### src/hw/rtl/rdmc_pkg.sv
// Shared types, register indexes and constants of the drive mode controller.
// No dependencies; every other file but rdmc_if imports this package.
`default_nettype none

package rdmc_pkg;

  typedef enum logic [1:0] {
    MODE_IDLE   = 2'd0,
    MODE_MANUAL = 2'd1,
    MODE_AUTO   = 2'd2,
    MODE_STOP   = 2'd3
  } mode_t;

  // configuration port
  localparam int CFG_IDX_W  = 3;
  localparam int CFG_DATA_W = 16;

  localparam logic [CFG_IDX_W-1:0] CFG_STOP_DIST = 3'd0;
  localparam logic [CFG_IDX_W-1:0] CFG_STOP_HOLD = 3'd1;
  localparam logic [CFG_IDX_W-1:0] CFG_REV_SPEED = 3'd2;
  localparam logic [CFG_IDX_W-1:0] CFG_LIN_MAX   = 3'd3;
  localparam logic [CFG_IDX_W-1:0] CFG_ANG_MAX   = 3'd4;

  localparam logic [12:0]        RST_STOP_DIST = 13'd120;
  localparam logic [15:0]        RST_STOP_HOLD = 16'd800;
  localparam logic signed [10:0] RST_REV_SPEED = -11'sd70;
  localparam logic [10:0]        RST_LIN_MAX   = 11'd120;
  localparam logic [12:0]        RST_ANG_MAX   = 13'd500;

  // stick scaling: q = (|stick| * max + 63) / 127
  // divide by reciprocal: floor(x * RECIP / 2^RECIP_SH), exact for x < 2^SCL_W
  localparam int          SCL_W    = 20;
  localparam int          QUO_W    = 14;
  localparam int          RECIP_W  = 21;
  localparam int          RECIP_SH = 27;
  localparam logic [RECIP_W-1:0] RECIP = 21'd1056833;
  localparam logic [SCL_W-1:0]   ROUND_BIAS = 20'd63;

  typedef struct packed {
    logic [12:0]        stop_dist;
    logic [15:0]        stop_hold;
    logic signed [10:0] rev_speed;
    logic [10:0]        lin_max;
    logic [12:0]        ang_max;
  } cfg_t;

  typedef struct packed {
    logic [15:0]        now_ms;
    logic               controller_connected;
    logic               link_ok;
    logic               mode_switch;
    logic signed [7:0]  stick_lin;
    logic signed [7:0]  stick_turn;
    logic signed [15:0] auto_lin_mm_s;
    logic signed [15:0] auto_ang_mrad_s;
    logic signed [13:0] range_right_mm;
    logic signed [13:0] range_center_mm;
    logic signed [13:0] range_left_mm;
  } in_item_t;

  // item after the product stage
  typedef struct packed {
    logic [15:0]        now_ms;
    logic               all_ok;
    logic               sw;
    logic               estop;
    logic signed [15:0] auto_lin;
    logic signed [15:0] auto_ang;
    logic               lin_neg;
    logic [SCL_W-1:0]   lin_arg;
    logic               turn_neg;
    logic [SCL_W-1:0]   ang_arg;
  } mid_t;

  typedef struct packed {
    mode_t              mode_now;
    logic               mode_changed;
    logic signed [15:0] lin_cmd;
    logic signed [15:0] ang_cmd;
  } res_t;

endpackage

`default_nettype wire

### src/hw/rtl/rdmc_if.sv
// Valid/ready channel interfaces for input items and result items.
// Field widths follow the item definitions in rdmc_pkg.
`default_nettype none

interface rdmc_in_if;
  logic               valid;
  logic               ready;
  logic [15:0]        now_ms;
  logic               controller_connected;
  logic               link_ok;
  logic               mode_switch;
  logic signed [7:0]  stick_lin;
  logic signed [7:0]  stick_turn;
  logic signed [15:0] auto_lin_mm_s;
  logic signed [15:0] auto_ang_mrad_s;
  logic signed [13:0] range_right_mm;
  logic signed [13:0] range_center_mm;
  logic signed [13:0] range_left_mm;

  modport source (
    output valid, now_ms, controller_connected, link_ok, mode_switch,
           stick_lin, stick_turn, auto_lin_mm_s, auto_ang_mrad_s,
           range_right_mm, range_center_mm, range_left_mm,
    input  ready
  );
  modport sink (
    input  valid, now_ms, controller_connected, link_ok, mode_switch,
           stick_lin, stick_turn, auto_lin_mm_s, auto_ang_mrad_s,
           range_right_mm, range_center_mm, range_left_mm,
    output ready
  );
endinterface

interface rdmc_out_if;
  logic               valid;
  logic               ready;
  logic [1:0]         mode_now;
  logic               mode_changed;
  logic signed [15:0] lin_cmd_mm_s;
  logic signed [15:0] ang_cmd_mrad_s;

  modport source (
    output valid, mode_now, mode_changed, lin_cmd_mm_s, ang_cmd_mrad_s,
    input  ready
  );
  modport sink (
    input  valid, mode_now, mode_changed, lin_cmd_mm_s, ang_cmd_mrad_s,
    output ready
  );
endinterface

`default_nettype wire

### src/hw/rtl/rdmc_cfg.sv
// Configuration register file of the drive mode controller.
// Depends on rdmc_pkg for register indexes, reset values and cfg_t.
`default_nettype none

module rdmc_cfg
  import rdmc_pkg::*;
(
  input  wire logic                  clk,
  input  wire logic                  rst_n,
  input  wire logic                  cfg_we,
  input  wire logic [CFG_IDX_W-1:0]  cfg_idx,
  input  wire logic [CFG_DATA_W-1:0] cfg_wdata,
  output cfg_t                       cfg_r
);

  always_ff @(posedge clk) begin
    if (!rst_n) begin
      cfg_r.stop_dist <= RST_STOP_DIST;
      cfg_r.stop_hold <= RST_STOP_HOLD;
      cfg_r.rev_speed <= RST_REV_SPEED;
      cfg_r.lin_max   <= RST_LIN_MAX;
      cfg_r.ang_max   <= RST_ANG_MAX;
    end else if (cfg_we) begin
      unique case (cfg_idx)
        CFG_STOP_DIST: cfg_r.stop_dist <= cfg_wdata[12:0];
        CFG_STOP_HOLD: cfg_r.stop_hold <= cfg_wdata[15:0];
        CFG_REV_SPEED: cfg_r.rev_speed <= cfg_wdata[10:0];
        CFG_LIN_MAX:   cfg_r.lin_max   <= cfg_wdata[10:0];
        CFG_ANG_MAX:   cfg_r.ang_max   <= cfg_wdata[12:0];
        default: ;
      endcase
    end
  end

endmodule

`default_nettype wire

### src/hw/rtl/rdmc_prep.sv
// Product stage: stick magnitudes times configured maxima, obstacle check,
// connection gating. Depends on rdmc_pkg (in_item_t, mid_t, cfg_t).
`default_nettype none

module rdmc_prep
  import rdmc_pkg::*;
(
  input  in_item_t item,
  input  cfg_t     cfg,
  output mid_t     mid
);

  function automatic logic near_hit(input logic signed [13:0] r, input logic [12:0] thr);
    return !r[13] && (r[12:0] < thr);
  endfunction

  logic              ctrl;
  logic signed [7:0] sl, st;
  logic [7:0]        lin_mag, turn_mag;
  logic [18:0]       lin_prod;
  logic [19:0]       ang_prod;

  always_comb begin
    ctrl = item.controller_connected;
    // a disconnected controller reads as centered sticks
    sl = ctrl ? item.stick_lin  : 8'sd0;
    st = ctrl ? item.stick_turn : 8'sd0;
    // -128 becomes 128 as an unsigned magnitude
    lin_mag  = sl[7] ? 8'(-sl) : 8'(sl);
    turn_mag = st[7] ? 8'(-st) : 8'(st);
    lin_prod = 19'(lin_mag)  * 19'(cfg.lin_max);
    ang_prod = 20'(turn_mag) * 20'(cfg.ang_max);

    mid.now_ms   = item.now_ms;
    mid.all_ok   = ctrl && item.link_ok;
    mid.sw       = ctrl && item.mode_switch;
    mid.estop    = near_hit(item.range_right_mm,  cfg.stop_dist)
                || near_hit(item.range_center_mm, cfg.stop_dist)
                || near_hit(item.range_left_mm,   cfg.stop_dist);
    mid.auto_lin = item.auto_lin_mm_s;
    mid.auto_ang = item.auto_ang_mrad_s;
    mid.lin_neg  = sl[7];
    mid.lin_arg  = SCL_W'(lin_prod) + ROUND_BIAS;
    mid.turn_neg = st[7];
    mid.ang_arg  = ang_prod + ROUND_BIAS;
  end

endmodule

`default_nettype wire

### src/hw/rtl/rdmc_div127.sv
// Divide by 127 through a reciprocal multiply, exact over the scaling range.
// Depends on rdmc_pkg for SCL_W, QUO_W and the reciprocal constants.
`default_nettype none

module rdmc_div127
  import rdmc_pkg::*;
(
  input  wire logic [SCL_W-1:0] arg,
  output logic      [QUO_W-1:0] quo
);

  localparam int PW = SCL_W + RECIP_W;

  logic [PW-1:0] prod;

  assign prod = PW'(arg) * PW'(RECIP);
  assign quo  = prod[RECIP_SH +: QUO_W];

endmodule

`default_nettype wire

### src/hw/rtl/rdmc_fsm.sv
// Mode state machine and drive command select; holds mode and stop start time.
// Depends on rdmc_pkg (mode_t, mid_t, cfg_t, res_t).
`default_nettype none

module rdmc_fsm
  import rdmc_pkg::*;
(
  input  wire logic             clk,
  input  wire logic             rst_n,
  input  wire logic             adv,
  input  mid_t                  mid,
  input  cfg_t                  cfg,
  input  wire logic [QUO_W-1:0] lin_q,
  input  wire logic [QUO_W-1:0] ang_q,
  output res_t                  res,
  output mode_t                 mode_q
);

  mode_t       mode_r, mode_nxt;
  logic [15:0] stop_start_r, stop_start_nxt;
  logic [15:0] elapsed;
  logic signed [15:0] lin_man, ang_man;

  always_comb begin
    lin_man = mid.lin_neg  ? 16'(0) - 16'(lin_q) : 16'(lin_q);
    // turn command is the negated stick
    ang_man = mid.turn_neg ? 16'(ang_q) : 16'(0) - 16'(ang_q);
    elapsed = mid.now_ms - stop_start_r;

    mode_nxt       = mode_r;
    stop_start_nxt = stop_start_r;
    res.lin_cmd    = '0;
    res.ang_cmd    = '0;

    unique case (mode_r)
      MODE_IDLE: begin
        if (mid.all_ok) mode_nxt = MODE_MANUAL;
      end
      MODE_MANUAL: begin
        res.lin_cmd = lin_man;
        res.ang_cmd = ang_man;
        priority if (!mid.all_ok) mode_nxt = MODE_IDLE;
        else if (mid.sw)          mode_nxt = MODE_AUTO;
        else                      mode_nxt = MODE_MANUAL;
      end
      MODE_AUTO: begin
        res.lin_cmd = mid.auto_lin;
        res.ang_cmd = mid.auto_ang;
        priority if (!mid.all_ok) mode_nxt = MODE_IDLE;
        else if (mid.estop) begin
          mode_nxt       = MODE_STOP;
          stop_start_nxt = mid.now_ms;
        end else if (!mid.sw) mode_nxt = MODE_MANUAL;
        else                  mode_nxt = MODE_AUTO;
      end
      MODE_STOP: begin
        res.lin_cmd = {{5{cfg.rev_speed[10]}}, cfg.rev_speed};
        // no connection check here: a dropped controller reads as released
        priority if (elapsed > cfg.stop_hold) mode_nxt = MODE_AUTO;
        else if (!mid.sw)                      mode_nxt = MODE_MANUAL;
        else                                   mode_nxt = MODE_STOP;
      end
      default: ;
    endcase

    res.mode_now     = mode_nxt;
    res.mode_changed = (mode_nxt != mode_r);
  end

  always_ff @(posedge clk) begin
    if (!rst_n) begin
      mode_r       <= MODE_IDLE;
      stop_start_r <= '0;
    end else if (adv) begin
      mode_r       <= mode_nxt;
      stop_start_r <= stop_start_nxt;
    end
  end

  assign mode_q = mode_r;

endmodule

`default_nettype wire

### src/hw/rtl/robot_drive_mode_controller.sv
// Top level of the robot drive mode controller: input register, product
// stage, mode stage and result register. Depends on rdmc_pkg, rdmc_if,
// rdmc_cfg, rdmc_prep, rdmc_div127 and rdmc_fsm.
//
// One beat in per control tick, one result beat out per input beat. The block
// is a three register pipeline (input, product, result) and accepts a new beat
// every cycle unless the result side stalls. The mode register is read and
// written in the last stage only, so back-to-back ticks see each other's mode
// transitions in order. Stick scaling is a multiply by the configured maximum
// in the product stage and a multiply by the reciprocal of 127 in the mode
// stage. Any stall on the result side backs up through the stages without
// losing beats. Configuration is to be written only while no beat is in
// flight; the block itself does not enforce this.
`default_nettype none

module robot_drive_mode_controller
  import rdmc_pkg::*;
(
  input  wire logic                  clk,
  input  wire logic                  rst_n,
  rdmc_in_if.sink                    in_ch,
  rdmc_out_if.source                 out_ch,
  input  wire logic                  cfg_we,
  input  wire logic [CFG_IDX_W-1:0]  cfg_idx,
  input  wire logic [CFG_DATA_W-1:0] cfg_wdata
);

  cfg_t     cfg;
  in_item_t in_item;
  in_item_t in_r;
  logic     in_v_r;
  mid_t     mid_nxt, mid_r;
  logic     mid_v_r;
  res_t     res_nxt, out_r;
  logic     out_v_r;
  mode_t    fsm_mode;

  logic out_adv, mid_ready, in_ready, fsm_en;
  logic [QUO_W-1:0] lin_q, ang_q;

  rdmc_cfg u_cfg (
    .clk       (clk),
    .rst_n     (rst_n),
    .cfg_we    (cfg_we),
    .cfg_idx   (cfg_idx),
    .cfg_wdata (cfg_wdata),
    .cfg_r     (cfg)
  );

  assign in_item.now_ms               = in_ch.now_ms;
  assign in_item.controller_connected = in_ch.controller_connected;
  assign in_item.link_ok              = in_ch.link_ok;
  assign in_item.mode_switch          = in_ch.mode_switch;
  assign in_item.stick_lin            = in_ch.stick_lin;
  assign in_item.stick_turn           = in_ch.stick_turn;
  assign in_item.auto_lin_mm_s        = in_ch.auto_lin_mm_s;
  assign in_item.auto_ang_mrad_s      = in_ch.auto_ang_mrad_s;
  assign in_item.range_right_mm       = in_ch.range_right_mm;
  assign in_item.range_center_mm      = in_ch.range_center_mm;
  assign in_item.range_left_mm        = in_ch.range_left_mm;

  // stage handshakes, result side first
  assign out_adv   = !out_v_r || out_ch.ready;
  assign mid_ready = !mid_v_r || out_adv;
  assign in_ready  = !in_v_r  || mid_ready;
  assign fsm_en    = mid_v_r && out_adv;

  assign in_ch.ready = in_ready;

  rdmc_prep u_prep (
    .item (in_r),
    .cfg  (cfg),
    .mid  (mid_nxt)
  );

  rdmc_div127 u_div_lin (
    .arg (mid_r.lin_arg),
    .quo (lin_q)
  );

  rdmc_div127 u_div_ang (
    .arg (mid_r.ang_arg),
    .quo (ang_q)
  );

  rdmc_fsm u_fsm (
    .clk    (clk),
    .rst_n  (rst_n),
    .adv    (fsm_en),
    .mid    (mid_r),
    .cfg    (cfg),
    .lin_q  (lin_q),
    .ang_q  (ang_q),
    .res    (res_nxt),
    .mode_q (fsm_mode)
  );

  always_ff @(posedge clk) begin
    if (!rst_n) begin
      in_v_r  <= 1'b0;
      mid_v_r <= 1'b0;
      out_v_r <= 1'b0;
    end else begin
      if (in_ready)  in_v_r  <= in_ch.valid;
      if (mid_ready) mid_v_r <= in_v_r;
      if (out_adv)   out_v_r <= mid_v_r;
    end
  end

  always_ff @(posedge clk) begin
    if (in_ready)  in_r  <= in_item;
    if (mid_ready) mid_r <= mid_nxt;
    if (out_adv)   out_r <= res_nxt;
  end

  assign out_ch.valid          = out_v_r;
  assign out_ch.mode_now       = out_r.mode_now;
  assign out_ch.mode_changed   = out_r.mode_changed;
  assign out_ch.lin_cmd_mm_s   = out_r.lin_cmd;
  assign out_ch.ang_cmd_mrad_s = out_r.ang_cmd;

  // mode only moves when a beat leaves the mode stage
  a_mode_hold: assert property (@(posedge clk) disable iff (!rst_n)
    !fsm_en |=> $stable(fsm_mode))
    else $error("mode changed without a beat in the mode stage");

  // the result register and the mode register are loaded together
  a_mode_match: assert property (@(posedge clk) disable iff (!rst_n)
    fsm_en |=> (out_r.mode_now == fsm_mode))
    else $error("result mode differs from held mode");

  // a blocked input stage keeps its beat
  a_in_hold: assert property (@(posedge clk) disable iff (!rst_n)
    (in_v_r && !mid_ready) |=> (in_v_r && $stable(in_r)))
    else $error("input stage beat lost under stall");

endmodule

`default_nettype wire
### src/flat_wrapper.sv
// flat-port wrapper written by rule: the top's interface ports become plain ports
module robot_drive_mode_controller_flat import rdmc_pkg::*;
  (clk, rst_n, cfg_we, cfg_idx, cfg_wdata, in_ch_valid, in_ch_now_ms, in_ch_controller_connected, in_ch_link_ok, in_ch_mode_switch, in_ch_stick_lin, in_ch_stick_turn, in_ch_auto_lin_mm_s, in_ch_auto_ang_mrad_s, in_ch_range_right_mm, in_ch_range_center_mm, in_ch_range_left_mm, in_ch_ready, out_ch_valid, out_ch_mode_now, out_ch_mode_changed, out_ch_lin_cmd_mm_s, out_ch_ang_cmd_mrad_s, out_ch_ready);
  rdmc_in_if in_ch_i ();
  rdmc_out_if out_ch_i ();
  input  wire logic clk;
  input  wire logic rst_n;
  input  wire logic cfg_we;
  input  wire logic [CFG_IDX_W-1:0] cfg_idx;
  input  wire logic [CFG_DATA_W-1:0] cfg_wdata;
  input wire logic [$bits(in_ch_i.valid)-1:0] in_ch_valid;
  input wire logic [$bits(in_ch_i.now_ms)-1:0] in_ch_now_ms;
  input wire logic [$bits(in_ch_i.controller_connected)-1:0] in_ch_controller_connected;
  input wire logic [$bits(in_ch_i.link_ok)-1:0] in_ch_link_ok;
  input wire logic [$bits(in_ch_i.mode_switch)-1:0] in_ch_mode_switch;
  input wire logic [$bits(in_ch_i.stick_lin)-1:0] in_ch_stick_lin;
  input wire logic [$bits(in_ch_i.stick_turn)-1:0] in_ch_stick_turn;
  input wire logic [$bits(in_ch_i.auto_lin_mm_s)-1:0] in_ch_auto_lin_mm_s;
  input wire logic [$bits(in_ch_i.auto_ang_mrad_s)-1:0] in_ch_auto_ang_mrad_s;
  input wire logic [$bits(in_ch_i.range_right_mm)-1:0] in_ch_range_right_mm;
  input wire logic [$bits(in_ch_i.range_center_mm)-1:0] in_ch_range_center_mm;
  input wire logic [$bits(in_ch_i.range_left_mm)-1:0] in_ch_range_left_mm;
  output wire logic [$bits(in_ch_i.ready)-1:0] in_ch_ready;
  output wire logic [$bits(out_ch_i.valid)-1:0] out_ch_valid;
  output wire logic [$bits(out_ch_i.mode_now)-1:0] out_ch_mode_now;
  output wire logic [$bits(out_ch_i.mode_changed)-1:0] out_ch_mode_changed;
  output wire logic [$bits(out_ch_i.lin_cmd_mm_s)-1:0] out_ch_lin_cmd_mm_s;
  output wire logic [$bits(out_ch_i.ang_cmd_mrad_s)-1:0] out_ch_ang_cmd_mrad_s;
  input wire logic [$bits(out_ch_i.ready)-1:0] out_ch_ready;
  assign in_ch_i.valid = in_ch_valid;
  assign in_ch_i.now_ms = in_ch_now_ms;
  assign in_ch_i.controller_connected = in_ch_controller_connected;
  assign in_ch_i.link_ok = in_ch_link_ok;
  assign in_ch_i.mode_switch = in_ch_mode_switch;
  assign in_ch_i.stick_lin = in_ch_stick_lin;
  assign in_ch_i.stick_turn = in_ch_stick_turn;
  assign in_ch_i.auto_lin_mm_s = in_ch_auto_lin_mm_s;
  assign in_ch_i.auto_ang_mrad_s = in_ch_auto_ang_mrad_s;
  assign in_ch_i.range_right_mm = in_ch_range_right_mm;
  assign in_ch_i.range_center_mm = in_ch_range_center_mm;
  assign in_ch_i.range_left_mm = in_ch_range_left_mm;
  assign in_ch_ready = in_ch_i.ready;
  assign out_ch_valid = out_ch_i.valid;
  assign out_ch_mode_now = out_ch_i.mode_now;
  assign out_ch_mode_changed = out_ch_i.mode_changed;
  assign out_ch_lin_cmd_mm_s = out_ch_i.lin_cmd_mm_s;
  assign out_ch_ang_cmd_mrad_s = out_ch_i.ang_cmd_mrad_s;
  assign out_ch_i.ready = out_ch_ready;
  robot_drive_mode_controller u_core (.clk(clk), .rst_n(rst_n), .in_ch(in_ch_i), .out_ch(out_ch_i), .cfg_we(cfg_we), .cfg_idx(cfg_idx), .cfg_wdata(cfg_wdata));
endmodule
### config.mk
export PLATFORM = sky130hd
export DESIGN_NAME = robot_drive_mode_controller_flat
export DESIGN_NICKNAME = d
export VERILOG_FILES = /design/src/hw/rtl/rdmc_pkg.sv /design/src/hw/rtl/rdmc_if.sv /design/src/hw/rtl/rdmc_cfg.sv /design/src/hw/rtl/rdmc_prep.sv /design/src/hw/rtl/rdmc_div127.sv /design/src/hw/rtl/rdmc_fsm.sv /design/src/hw/rtl/robot_drive_mode_controller.sv /design/src/flat_wrapper.sv
export SDC_FILE = /design/constraint.sdc
export NUM_CORES = 1
export LEC_CHECK = 0
export BUFFER_PORTS_ARGS = -buffer_cell sky130_fd_sc_hd__clkbuf_2
export CORE_MARGIN = 2
export CORE_UTILIZATION = 63
export DETAILED_ROUTE_END_ITERATION = 6
export GPL_ROUTABILITY_DRIVEN = 0
export GPL_TIMING_DRIVEN = 0
export MAX_ROUTING_LAYER = met4
export PLACE_DENSITY = 0.94
export SYNTH_ARGS = -nofsm -noshare
export SYNTH_HDL_FRONTEND = slang
export SYNTH_HIERARCHICAL = 1
export SYNTH_SLANG_ARGS = --single-unit
### constraint.sdc
create_clock -name clk -period 8.4 [get_ports clk]
set_clock_uncertainty 0.2 [all_clocks]
set_input_delay 0.84 -clock clk [delete_from_list [all_inputs] [get_ports clk]]
set_output_delay 0.84 -clock clk [all_outputs]
set_load 0.01 [all_outputs]
==> report_table.html, run 1 <==
<table>
<tr><th>Metric</th><th>Value</th></tr>
<tr><th colspan="2">Worst setup path</th></tr>
<tr><td>Worst Setup Start Kind</td><td>register</td></tr>
<tr><td>Number of buffer and inverter stages on the critical path</td><td>7</td></tr>
<tr><td>Critical Path Slowest Stage Cell</td><td>fa_1</td></tr>
<tr><td>Category of the most critical setup path</td><td>reg -&gt; reg</td></tr>
<tr><td>Kind of end point of the critical path</td><td>register</td></tr>
<tr><td>Most repeated library cell on the critical path</td><td>nand2_1</td></tr>
<tr><td>Worst Path Required</td><td>8.48 ns</td></tr>
<tr><td>Slowest cell delay on critical path</td><td>0.58 ns</td></tr>
<tr><td>Data arrival, critical path</td><td>7.98 ns</td></tr>
<tr><td>Crit path max fanout</td><td>10</td></tr>
<tr><td>Top cell family by delay on the critical path</td><td>adder cells</td></tr>
<tr><th colspan="2">Yosys</th></tr>
<tr><td>Multiplexer share of the synthesized area</td><td>0.0264</td></tr>
<tr><td>Distinct cell type count of the synthesized netlist</td><td>104</td></tr>
<tr><td>Post-synthesis xor/xnor area fraction</td><td>0.0287</td></tr>
<tr><td>Top area cells in the synthesized netlist</td><td>edfxtp_1 (27%), ha_1 (18%), fa_1 (12%), dfxtp_1 (6.4%), inv_1 (4.9%)</td></tr>
<tr><td>Mean instance size in the synthesized netlist</td><td>10.3 sq um</td></tr>
<tr><td>Top-area cell type share of the netlist area</td><td>0.268</td></tr>
<tr><td>Async set or reset register ratio after synthesis</td><td>0</td></tr>
<tr><td>Prevailing post-synth register cell</td><td>edfxtp_1</td></tr>
<tr><td>Post-synthesis compound-gate area fraction</td><td>0.110</td></tr>
<tr><td>Post-synthesis sequential area ratio</td><td>0.332</td></tr>
<tr><td>Cell type with the largest total area after synthesis</td><td>edfxtp_1</td></tr>
<tr><td>Synthesized instance count</td><td>2574</td></tr>
<tr><td>Number of synthesized flops with an enable pin</td><td>237</td></tr>
<tr><td>Register bit total from synthesis</td><td>322</td></tr>
<tr><td>Post-synthesis cell area</td><td>0.0266 sq mm</td></tr>
<tr><td>Post-synthesis net count</td><td>3246</td></tr>
<tr><td>Adder-cell share of the synthesized area</td><td>0.298</td></tr>
<tr><td>Combinational family with the most area after synthesis</td><td>adder cells</td></tr>
<tr><td>Post-synthesis share of cell area spent on and, or, nand and nor gates</td><td>0.130</td></tr>
<tr><td>Warning count from the yosys run</td><td>6</td></tr>
<tr><th colspan="2">Drt</th></tr>
<tr><td>Count of TritonRoute iterations in the first routing pass</td><td>7</td></tr>
<tr><td>Count of nets left with antenna violations after detail routing</td><td>0</td></tr>
<tr><td>Post-route DRC violation count</td><td>1</td></tr>
<tr><td>First DRT Iteration DRCs</td><td>2630</td></tr>
<tr><td>Final routed wirelength across all metal layers</td><td>71.8 mm</td></tr>
<tr><td>DR vias</td><td>21337</td></tr>
<tr><td>Average via count per standard cell</td><td>6.37</td></tr>
<tr><td>Detail-routed net length per standard cell</td><td>21.4 um</td></tr>
<tr><th colspan="2">Global route</th></tr>
<tr><td>Initial antenna violation count</td><td>1</td></tr>
<tr><td>Maximum number of pins on one net before global-route repair</td><td>77</td></tr>
<tr><td>Number of global-route vias before repair</td><td>22326</td></tr>
<tr><td>Remaining global-route overflow</td><td>0</td></tr>
<tr><td>First-pass GRT wire length</td><td>114 mm</td></tr>
<tr><td>Overall Global Routing Usage</td><td>0.338</td></tr>
<tr><th colspan="2">Clocking</th></tr>
<tr><td>Clock buffers created by TritonCTS</td><td>34</td></tr>
<tr><td>Gates resized, CTS repair</td><td>0</td></tr>
<tr><td>Total of hold buffers inserted after clock tree synthesis</td><td>0</td></tr>
<tr><td>Count of clock tree sinks</td><td>322</td></tr>
<tr><td>Worst-Skew Late Latency</td><td>0.55 ns</td></tr>
<tr><td>Post-CTS setup repair buffer count</td><td>0</td></tr>
<tr><td>Clock Tree Buf Depth</td><td>3</td></tr>
<tr><td>Clock H-tree levels</td><td>2</td></tr>
<tr><td>Clock tree from TritonCTS</td><td>yes</td></tr>
<tr><td>CTS root buf</td><td>clkbuf_16</td></tr>
<tr><td>Clock transition at the registers of the reported paths</td><td>0.06 ns</td></tr>
<tr><th colspan="2">Power</th></tr>
<tr><td>Cell area power density</td><td>287 mW/mm^2</td></tr>
<tr><td>Static leakage</td><td>13.9 nW</td></tr>
<tr><td>Post-layout total power</td><td>8.41 mW</td></tr>
<tr><td>Worst IR Drop VDD</td><td>0.322 mV</td></tr>
<tr><th colspan="2">STA</th></tr>
<tr><td>Max-slew violations</td><td>0</td></tr>
<tr><td>Worst relative slew slack</td><td>0.160</td></tr>
<tr><td>Hold Vio Cnt, Final</td><td>0</td></tr>
<tr><td>Setup repair after global routing missed its margin</td><td>false</td></tr>
<tr><td>Setup-violating endpoint count in the final report</td><td>0</td></tr>
<tr><td>Worst slew pin tran</td><td>1.24 ns</td></tr>
<tr><td>Final setup TNS</td><td>0 ns</td></tr>
<tr><td>Minimum clock period after layout</td><td>7.91 ns</td></tr>
<tr><td>Period Utilization, post-route</td><td>0.941</td></tr>
<tr><td>Max Clk Rate</td><td>126 MHz</td></tr>
<tr><th colspan="2">Layout</th></tr>
<tr><td>Non-filler instance count after layout</td><td>3348</td></tr>
<tr><td>Post-route cell area</td><td>0.0293 sq mm</td></tr>
<tr><td>Number of nets in the layout</td><td>3454</td></tr>
<tr><td>Post-synthesis to final-layout area growth</td><td>10.2%</td></tr>
<tr><td>Ratio of cells with drive above 1 in the final layout</td><td>0.116</td></tr>
<tr><th colspan="2">Outcome</th></tr>
<tr><td>Result of the run</td><td>finished, violations left</td></tr>
<tr><td>Failing checks</td><td>DRC</td></tr>
<tr><th colspan="2">Placed design</th></tr>
<tr><td>Count of buffers inserted at the top-level ports</td><td>169</td></tr>
<tr><td>Placed Instance Area</td><td>0.0281 sq mm</td></tr>
<tr><td>Final HPWL from detailed placement</td><td>52.6 mm</td></tr>
<tr><td>Post-placement cell count</td><td>3284</td></tr>
<tr><th colspan="2">Floorplanning</th></tr>
<tr><td>Die Y</td><td>209 um</td></tr>
<tr><td>Die span in x</td><td>209 um</td></tr>
<tr><td>Starting utilization of the core area</td><td>0.636</td></tr>
<tr><td>I/O pin total</td><td>170</td></tr>
<tr><td>Area of the die</td><td>0.0438 sq mm</td></tr>
<tr><td>Total core area</td><td>0.0418 sq mm</td></tr>
<tr><td>Floorplan row count</td><td>75</td></tr>
<tr><th colspan="2">Hold path</th></tr>
<tr><td>Path category of the worst min-delay check</td><td>reg -&gt; reg</td></tr>
<tr><th colspan="2">Job</th></tr>
<tr><td>Count of max-cap constraint violations</td><td>0</td></tr>
</table>
-- layer usage --
layer,global-route usage,wire length [um],up-vias
met5,-,0,-
li1,-,-,9369
met1,0.370,24900,9977
met2,0.566,34700,1547
met4,0.208,5090,0
met3,0.0712,7060,444
-- power breakdown --
part	internal, mW	switching, mW	total [mW]
sequential	1.86	0.151	2.01
combinational	1.90	2.97	4.87
clock	0.882	0.651	1.53
-- metrics by stage --
step                setup slack (ns)  utilization  hold slack, ns
finish                         0.493        0.701           0.261
global route                   0.280        0.701           0.256
floorplan                       2.13            -           0.234
detailed placement             0.459        0.674           0.248
CTS                            0.433        0.700           0.251
global placement               0.605        0.672           0.244
-- synthesized netlist by cell type (6+ instances only) --
cell,number
a211oi_1,22
a21boi_0,23
a21o_1,31
a21oi_1,94
a222oi_1,14
a22oi_1,14
a31oi_1,20
and2_1,60
and3_1,64
buf_2,6
buf_4,52
clkbuf_1,58
dfxtp_1,85
edfxtp_1,237
fa_1,156
ha_1,383
inv_1,345
mux2i_1,69
nand2_1,255
nand2b_1,17
nand3_1,29
nand3b_1,6
nand4_1,19
nor2_1,87
nor2b_1,61
nor3_1,17
o2111ai_1,10
o211ai_1,25
o21a_1,12
o21ai_0,64
o31ai_1,12
or4_1,6
xnor2_1,59
xor2_1,28
-- cell families after synthesis --
logic type                 Yosys count
muxes                               70
xor gates and xnor gates            87
adders and majority gates          539
DFF                                322
buffers and inverters              465
and+or+nand+nor                    676
AOI/OAI and AO/OA                  415
-- final timing paths --
check	to	depth (start not counted)	slack (ns)	startpoint
min	u_core/u_cfg/cfg_r[47]	2	0.26	u_core/u_cfg/cfg_r[47]
max	u_core/mid_r[19]	25	0.49	u_core/in_r[92]
min reg2reg	u_core/u_cfg/cfg_r[47]	2	0.26	u_core/u_cfg/cfg_r[47]
max reg2reg	u_core/mid_r[19]	25	0.49	u_core/in_r[92]
-- state kept, by name (all words and copies together), names as in the netlist --
register / flops
u_core/out_ch.mode_now: 2
u_core/out_ch.mode_changed: 1
u_core/out_ch.lin_cmd_mm_s: 16
u_core/u_cfg/cfg_r: 64
u_core/mid_v_r: 1
u_core/u_fsm/stop_start_r: 16
u_core/out_ch.valid: 1
u_core/in_r: 109
u_core/u_fsm/mode_q: 2
u_core/out_ch.ang_cmd_mrad_s: 16
u_core/in_v_r: 1
u_core/mid_r: 93
-- cells in the final DEF (no fill, tap or decap), types with 7 or more instances in the layout --
master / n
xnor2_1: 59
o211ai_1: 25
clkbuf_2: 170
ha_1: 383
nand3_1: 29
nand4_1: 19
a31oi_1: 20
a222oi_1: 14
a21oi_1: 94
a21boi_0: 23
nor2_1: 87
nand2b_1: 17
dfxtp_1: 85
xor2_1: 28
clkinv_1: 7
fa_1: 156
nor2b_1: 61
clkbuf_16: 35
and2_1: 60
buf_4: 52
mux2i_1: 69
nand2_1: 255
and3_1: 64
o31ai_1: 12
clkbuf_1: 63
o21a_1: 12
a22oi_1: 14
edfxtp_1: 237
a211oi_1: 22
inv_1: 342
a21o_1: 31
o2111ai_1: 10
o21ai_0: 64
nor3_1: 17
-- worst reg2reg max path, stage by stage (launching register included) --
cell and delay, ns:
edfxtp_1 0.52, clkbuf_1 0.45, clkbuf_1 0.42, clkbuf_2 0.47, nand2_1 0.11, ha_1 0.22
nand2_1 0.08, nand2_1 0.08, xnor2_1 0.53, and2_0 0.22, clkbuf_1 0.29, nand2_1 0.14
fa_1 0.58, inv_1 0.07, fa_1 0.46, fa_1 0.55, inv_1 0.05, fa_1 0.52
inv_1 0.04, ha_1 0.37, and3_1 0.22, a221o_1 0.36, nand2_1 0.10, a31oi_1 0.12
o2111a_1 0.26, a211o_1 0.23
-- area by class of cell --
type,instances,area (sq um)
clock buffer,43,926
multi-input combinational,1787,15800
timing repair buffer,172,921
fill,2554,12500
clock inverter,19,189
sequential,322,8820
inverter,345,1300
tap,539,674
buffer,120,686
antenna,1,2.50
Power figures use the tool's default switching activity.
==> run 2, diff against run 1 <==
==> constraint.sdc (replaced) <==
create_clock -name clk -period 8.8 [get_ports clk]
set_clock_uncertainty 0.2 [all_clocks]
set_input_delay 0.88 -clock clk [delete_from_list [all_inputs] [get_ports clk]]
set_output_delay 0.88 -clock clk [all_outputs]
set_load 0.01 [all_outputs]
==> run 2 against run 1 <==
  * The run still ends with DRC left
  * Register-to-register slack improved by 0.095 ns
  * Critical path type unchanged
  * Largest power group unchanged
  * Largest cell class unchanged
  * First-iteration DRC count down 0.15%
  * Critical endpoint unchanged
  * Wire length is essentially flat
  * Final cell count is the same
  * Global-route usage stayed put
  * Sequential power fell by 4%
  * Total power decreased by 4.5%
  * Clock power down 5%
  * Via count about the same
  * Cell area hardly changed
==> report_table.html, run 2 (synthesized netlist as in run 1, its figures left out) <==
<table>
<tr><th>Metric</th><th>Value</th></tr>
<tr><th colspan="2">Outcome</th></tr>
<tr><td>Result of the run</td><td>finished, violations left (unchanged)</td></tr>
<tr><td>Failing checks</td><td>DRC (unchanged)</td></tr>
<tr><th colspan="2">STA</th></tr>
<tr><td>Final setup TNS</td><td>0 ns (unchanged)</td></tr>
<tr><td>Max Clk Rate</td><td>122 MHz (was 126 MHz)</td></tr>
<tr><td>Max-slew violations</td><td>0 (unchanged)</td></tr>
<tr><td>Minimum clock period after layout</td><td>8.21 ns (was 7.91 ns)</td></tr>
<tr><td>Setup-violating endpoint count in the final report</td><td>0 (unchanged)</td></tr>
<tr><td>Setup repair after global routing missed its margin</td><td>false (unchanged)</td></tr>
<tr><td>Period Utilization, post-route</td><td>0.933 (was 0.941)</td></tr>
<tr><td>Fin Hold WS</td><td>0.261 ns (about the same)</td></tr>
<tr><td>Hold Vio Cnt, Final</td><td>0 (unchanged)</td></tr>
<tr><td>Worst relative slew slack</td><td>0.161 (was 0.160)</td></tr>
<tr><td>Worst slew pin tran</td><td>1.24 ns (about the same)</td></tr>
<tr><th colspan="2">Worst setup path</th></tr>
<tr><td>Slowest cell delay on critical path</td><td>0.74 ns (was 0.58 ns)</td></tr>
<tr><td>Worst Path Required</td><td>8.88 ns (was 8.48 ns)</td></tr>
<tr><td>Number of buffer and inverter stages on the critical path</td><td>7 (unchanged)</td></tr>
<tr><td>Critical Path Slowest Stage Cell</td><td>clkbuf_1 (was fa_1)</td></tr>
<tr><td>Category of the most critical setup path</td><td>reg -&gt; reg (unchanged)</td></tr>
<tr><td>Top cell family by delay on the critical path</td><td>adder cells (unchanged)</td></tr>
<tr><td>Kind of end point of the critical path</td><td>register (unchanged)</td></tr>
<tr><td>Worst Setup Start Kind</td><td>register (unchanged)</td></tr>
<tr><td>Data arrival, critical path</td><td>8.29 ns (was 7.98 ns)</td></tr>
<tr><td>Crit path max fanout</td><td>10 (unchanged)</td></tr>
<tr><td>Most repeated library cell on the critical path</td><td>nand2_1 (unchanged)</td></tr>
<tr><th colspan="2">Job</th></tr>
<tr><td>Count of max-cap constraint violations</td><td>0 (unchanged)</td></tr>
<tr><th colspan="2">Floorplanning</th></tr>
<tr><td>Die Y</td><td>209 um (unchanged)</td></tr>
<tr><td>Area of the die</td><td>0.0438 sq mm (unchanged)</td></tr>
<tr><td>Starting utilization of the core area</td><td>0.636 (unchanged)</td></tr>
<tr><td>Floorplan row count</td><td>75 (unchanged)</td></tr>
<tr><td>Die span in x</td><td>209 um (unchanged)</td></tr>
<tr><td>Total core area</td><td>0.0418 sq mm (unchanged)</td></tr>
<tr><td>I/O pin total</td><td>170 (unchanged)</td></tr>
<tr><th colspan="2">Global route</th></tr>
<tr><td>Number of global-route vias before repair</td><td>22326 (unchanged)</td></tr>
<tr><td>Initial antenna violation count</td><td>1 (unchanged)</td></tr>
<tr><td>Remaining global-route overflow</td><td>0 (unchanged)</td></tr>
<tr><td>Overall Global Routing Usage</td><td>0.338 (unchanged)</td></tr>
<tr><td>Maximum number of pins on one net before global-route repair</td><td>77 (unchanged)</td></tr>
<tr><td>First-pass GRT wire length</td><td>114 mm (unchanged)</td></tr>
<tr><th colspan="2">Layout</th></tr>
<tr><td>Non-filler instance count after layout</td><td>3348 (unchanged)</td></tr>
<tr><td>Commonest cells after routing, fill and taps aside</td><td>ha_1 (383), inv_1 (342), nand2_1 (255) (unchanged)</td></tr>
<tr><td>Post-synthesis to final-layout area growth</td><td>10.2% (about the same)</td></tr>
<tr><td>Number of nets in the layout</td><td>3454 (unchanged)</td></tr>
<tr><td>Max reg flops</td><td>109 (unchanged)</td></tr>
<tr><td>Post-route cell area</td><td>0.0293 sq mm (about the same)</td></tr>
<tr><td>Registers with the most flip-flops</td><td>u_core/in_r (109), u_core/mid_r (93), u_core/u_cfg/cfg_r (64) (unchanged)</td></tr>
<tr><td>Post-layout util</td><td>0.701 (about the same)</td></tr>
<tr><td>Reg with most FFs</td><td>u_core/in_r (unchanged)</td></tr>
<tr><td>Ratio of cells with drive above 1 in the final layout</td><td>0.115 (was 0.116)</td></tr>
<tr><td>Most common cell after layout, fill and taps aside</td><td>ha_1 (unchanged)</td></tr>
<tr><th colspan="2">Power</th></tr>
<tr><td>Worst IR Drop VDD</td><td>0.308 mV (was 0.322 mV)</td></tr>
<tr><td>Cell area power density</td><td>274 mW/mm^2 (was 287 mW/mm^2)</td></tr>
<tr><td>Fraction of power spent switching nets</td><td>0.449 (about the same)</td></tr>
<tr><td>Clock power share</td><td>0.182 (about the same)</td></tr>
<tr><td>Internal power summed over all cells</td><td>4.42 mW (was 4.63 mW)</td></tr>
<tr><td>Static leakage</td><td>13.9 nW (about the same)</td></tr>
<tr><td>Share of total power in combinational logic</td><td>0.580 (was 0.579)</td></tr>
<tr><td>Sequential power share</td><td>0.239 (about the same)</td></tr>
<tr><td>Net switching power figure</td><td>3.61 mW (was 3.77 mW)</td></tr>
<tr><th colspan="2">Clocking</th></tr>
<tr><td>Count of clock tree sinks</td><td>322 (unchanged)</td></tr>
<tr><td>Clock H-tree levels</td><td>2 (unchanged)</td></tr>
<tr><td>Post-CTS setup repair buffer count</td><td>0 (unchanged)</td></tr>
<tr><td>Total of hold buffers inserted after clock tree synthesis</td><td>0 (unchanged)</td></tr>
<tr><td>Clock tree from TritonCTS</td><td>yes (unchanged)</td></tr>
<tr><td>Clock Tree Buf Depth</td><td>3 (unchanged)</td></tr>
<tr><td>Clock buffers created by TritonCTS</td><td>34 (unchanged)</td></tr>
<tr><td>Clock transition at the registers of the reported paths</td><td>0.06 ns (about the same)</td></tr>
<tr><td>Worst-Skew Late Latency</td><td>0.54 ns (was 0.55 ns)</td></tr>
<tr><td>Gates resized, CTS repair</td><td>0 (unchanged)</td></tr>
<tr><td>CTS root buf</td><td>clkbuf_16 (unchanged)</td></tr>
<tr><th colspan="2">Drt</th></tr>
<tr><td>Average via count per standard cell</td><td>6.38 (was 6.37)</td></tr>
<tr><td>Post-route DRC violation count</td><td>13 (was 1)</td></tr>
<tr><td>Count of nets left with antenna violations after detail routing</td><td>0 (unchanged)</td></tr>
<tr><td>Final routed wirelength across all metal layers</td><td>71.8 mm (about the same)</td></tr>
<tr><td>Detail-routed net length per standard cell</td><td>21.4 um (about the same)</td></tr>
<tr><td>DR vias</td><td>21354 (was 21337)</td></tr>
<tr><td>Count of TritonRoute iterations in the first routing pass</td><td>7 (unchanged)</td></tr>
<tr><td>First DRT Iteration DRCs</td><td>2626 (was 2630)</td></tr>
<tr><th colspan="2">Placed design</th></tr>
<tr><td>Final HPWL from detailed placement</td><td>52.6 mm (unchanged)</td></tr>
<tr><td>Placed Instance Area</td><td>0.0281 sq mm (unchanged)</td></tr>
<tr><td>Post-placement cell count</td><td>3284 (unchanged)</td></tr>
<tr><td>Count of buffers inserted at the top-level ports</td><td>169 (unchanged)</td></tr>
<tr><th colspan="2">Hold path</th></tr>
<tr><td>Path category of the worst min-delay check</td><td>reg -&gt; reg (unchanged)</td></tr>
</table>
[run 2: cell types whose count changed in the layout (fill, tap and decap cells not counted)]
cell      previous run  this run
clkbuf_2           170       169
clkbuf_1            63        64
[run 2: worst reg2reg max path, stage by stage, from the launching register on]
cell and delay [ns]:
edfxtp_1 0.52, clkbuf_1 0.44, clkbuf_1 0.43, clkbuf_1 0.74, nand2_1 0.13, ha_1 0.25, nand2_1 0.08, nand2_1 0.08
xnor2_1 0.52, and2_0 0.22, clkbuf_1 0.29, nand2_1 0.14, fa_1 0.58, inv_1 0.07, fa_1 0.46, fa_1 0.55
inv_1 0.05, fa_1 0.52, inv_1 0.04, ha_1 0.37, and3_1 0.22, a221o_1 0.36, nand2_1 0.10, a31oi_1 0.12
o2111a_1 0.26, a211o_1 0.23
[run 2: path summary, 6_finish.rpt]
| path | from | end | slack (ns) | cells after the start |
|---|---|---|---|---|
| setup / recovery | u_core/in_r[92] | u_core/mid_r[19] | 0.59 | 25 |
| hold / removal | u_core/u_cfg/cfg_r[47] | u_core/u_cfg/cfg_r[47] | 0.26 | 2 |
| setup reg to reg | u_core/in_r[92] | u_core/mid_r[19] | 0.59 | 25 |
| hold reg to reg | u_core/u_cfg/cfg_r[47] | u_core/u_cfg/cfg_r[47] | 0.26 | 2 |
[run 2: metal layers]
metal	wire (um)	GRT usage	up-vias	part of all wire
met3	7040	0.0712	452	0.098
li1	-	-	9363	-
met2	34700	0.566	1505	0.48
met5	0	-	-	0
met1	24900	0.370	10034	0.35
met4	5090	0.208	0	0.071
[run 2: cell type report]
type                    count  area [sq um]
diodes                      1          2.50
plain buffers             120           684
clock buffers              43           926
clock inverters            19           189
fillers                  2552         12500
inverters                 345          1300
multi-input cells        1787         15800
flip-flops and latches    322          8820
well taps                 539           674
repair buffers            172           921
[run 2: metrics by stage]
| step | total power, mW | worst slack, ns |
|---|---|---|
| floorplan | 5.17 | 2.53 |
| global placement | 5.97 | 1.00 |
| detailed placement | 6.28 | 0.859 |
| CTS | 7.85 | 0.833 |
| global route | 8.57 | 0.379 |
| finish | 8.03 | 0.588 |
[run 2: power by group through the flow]
stage	sequential [mW]	combinational (mW)	clock [mW]
after CTS	1.90	4.48	1.47
final	1.92	4.65	1.46
after global placement	1.92	4.04	0
after detailed placement	1.93	4.35	0
after global routing	1.93	5.12	1.53
after floorplan	1.87	3.30	0
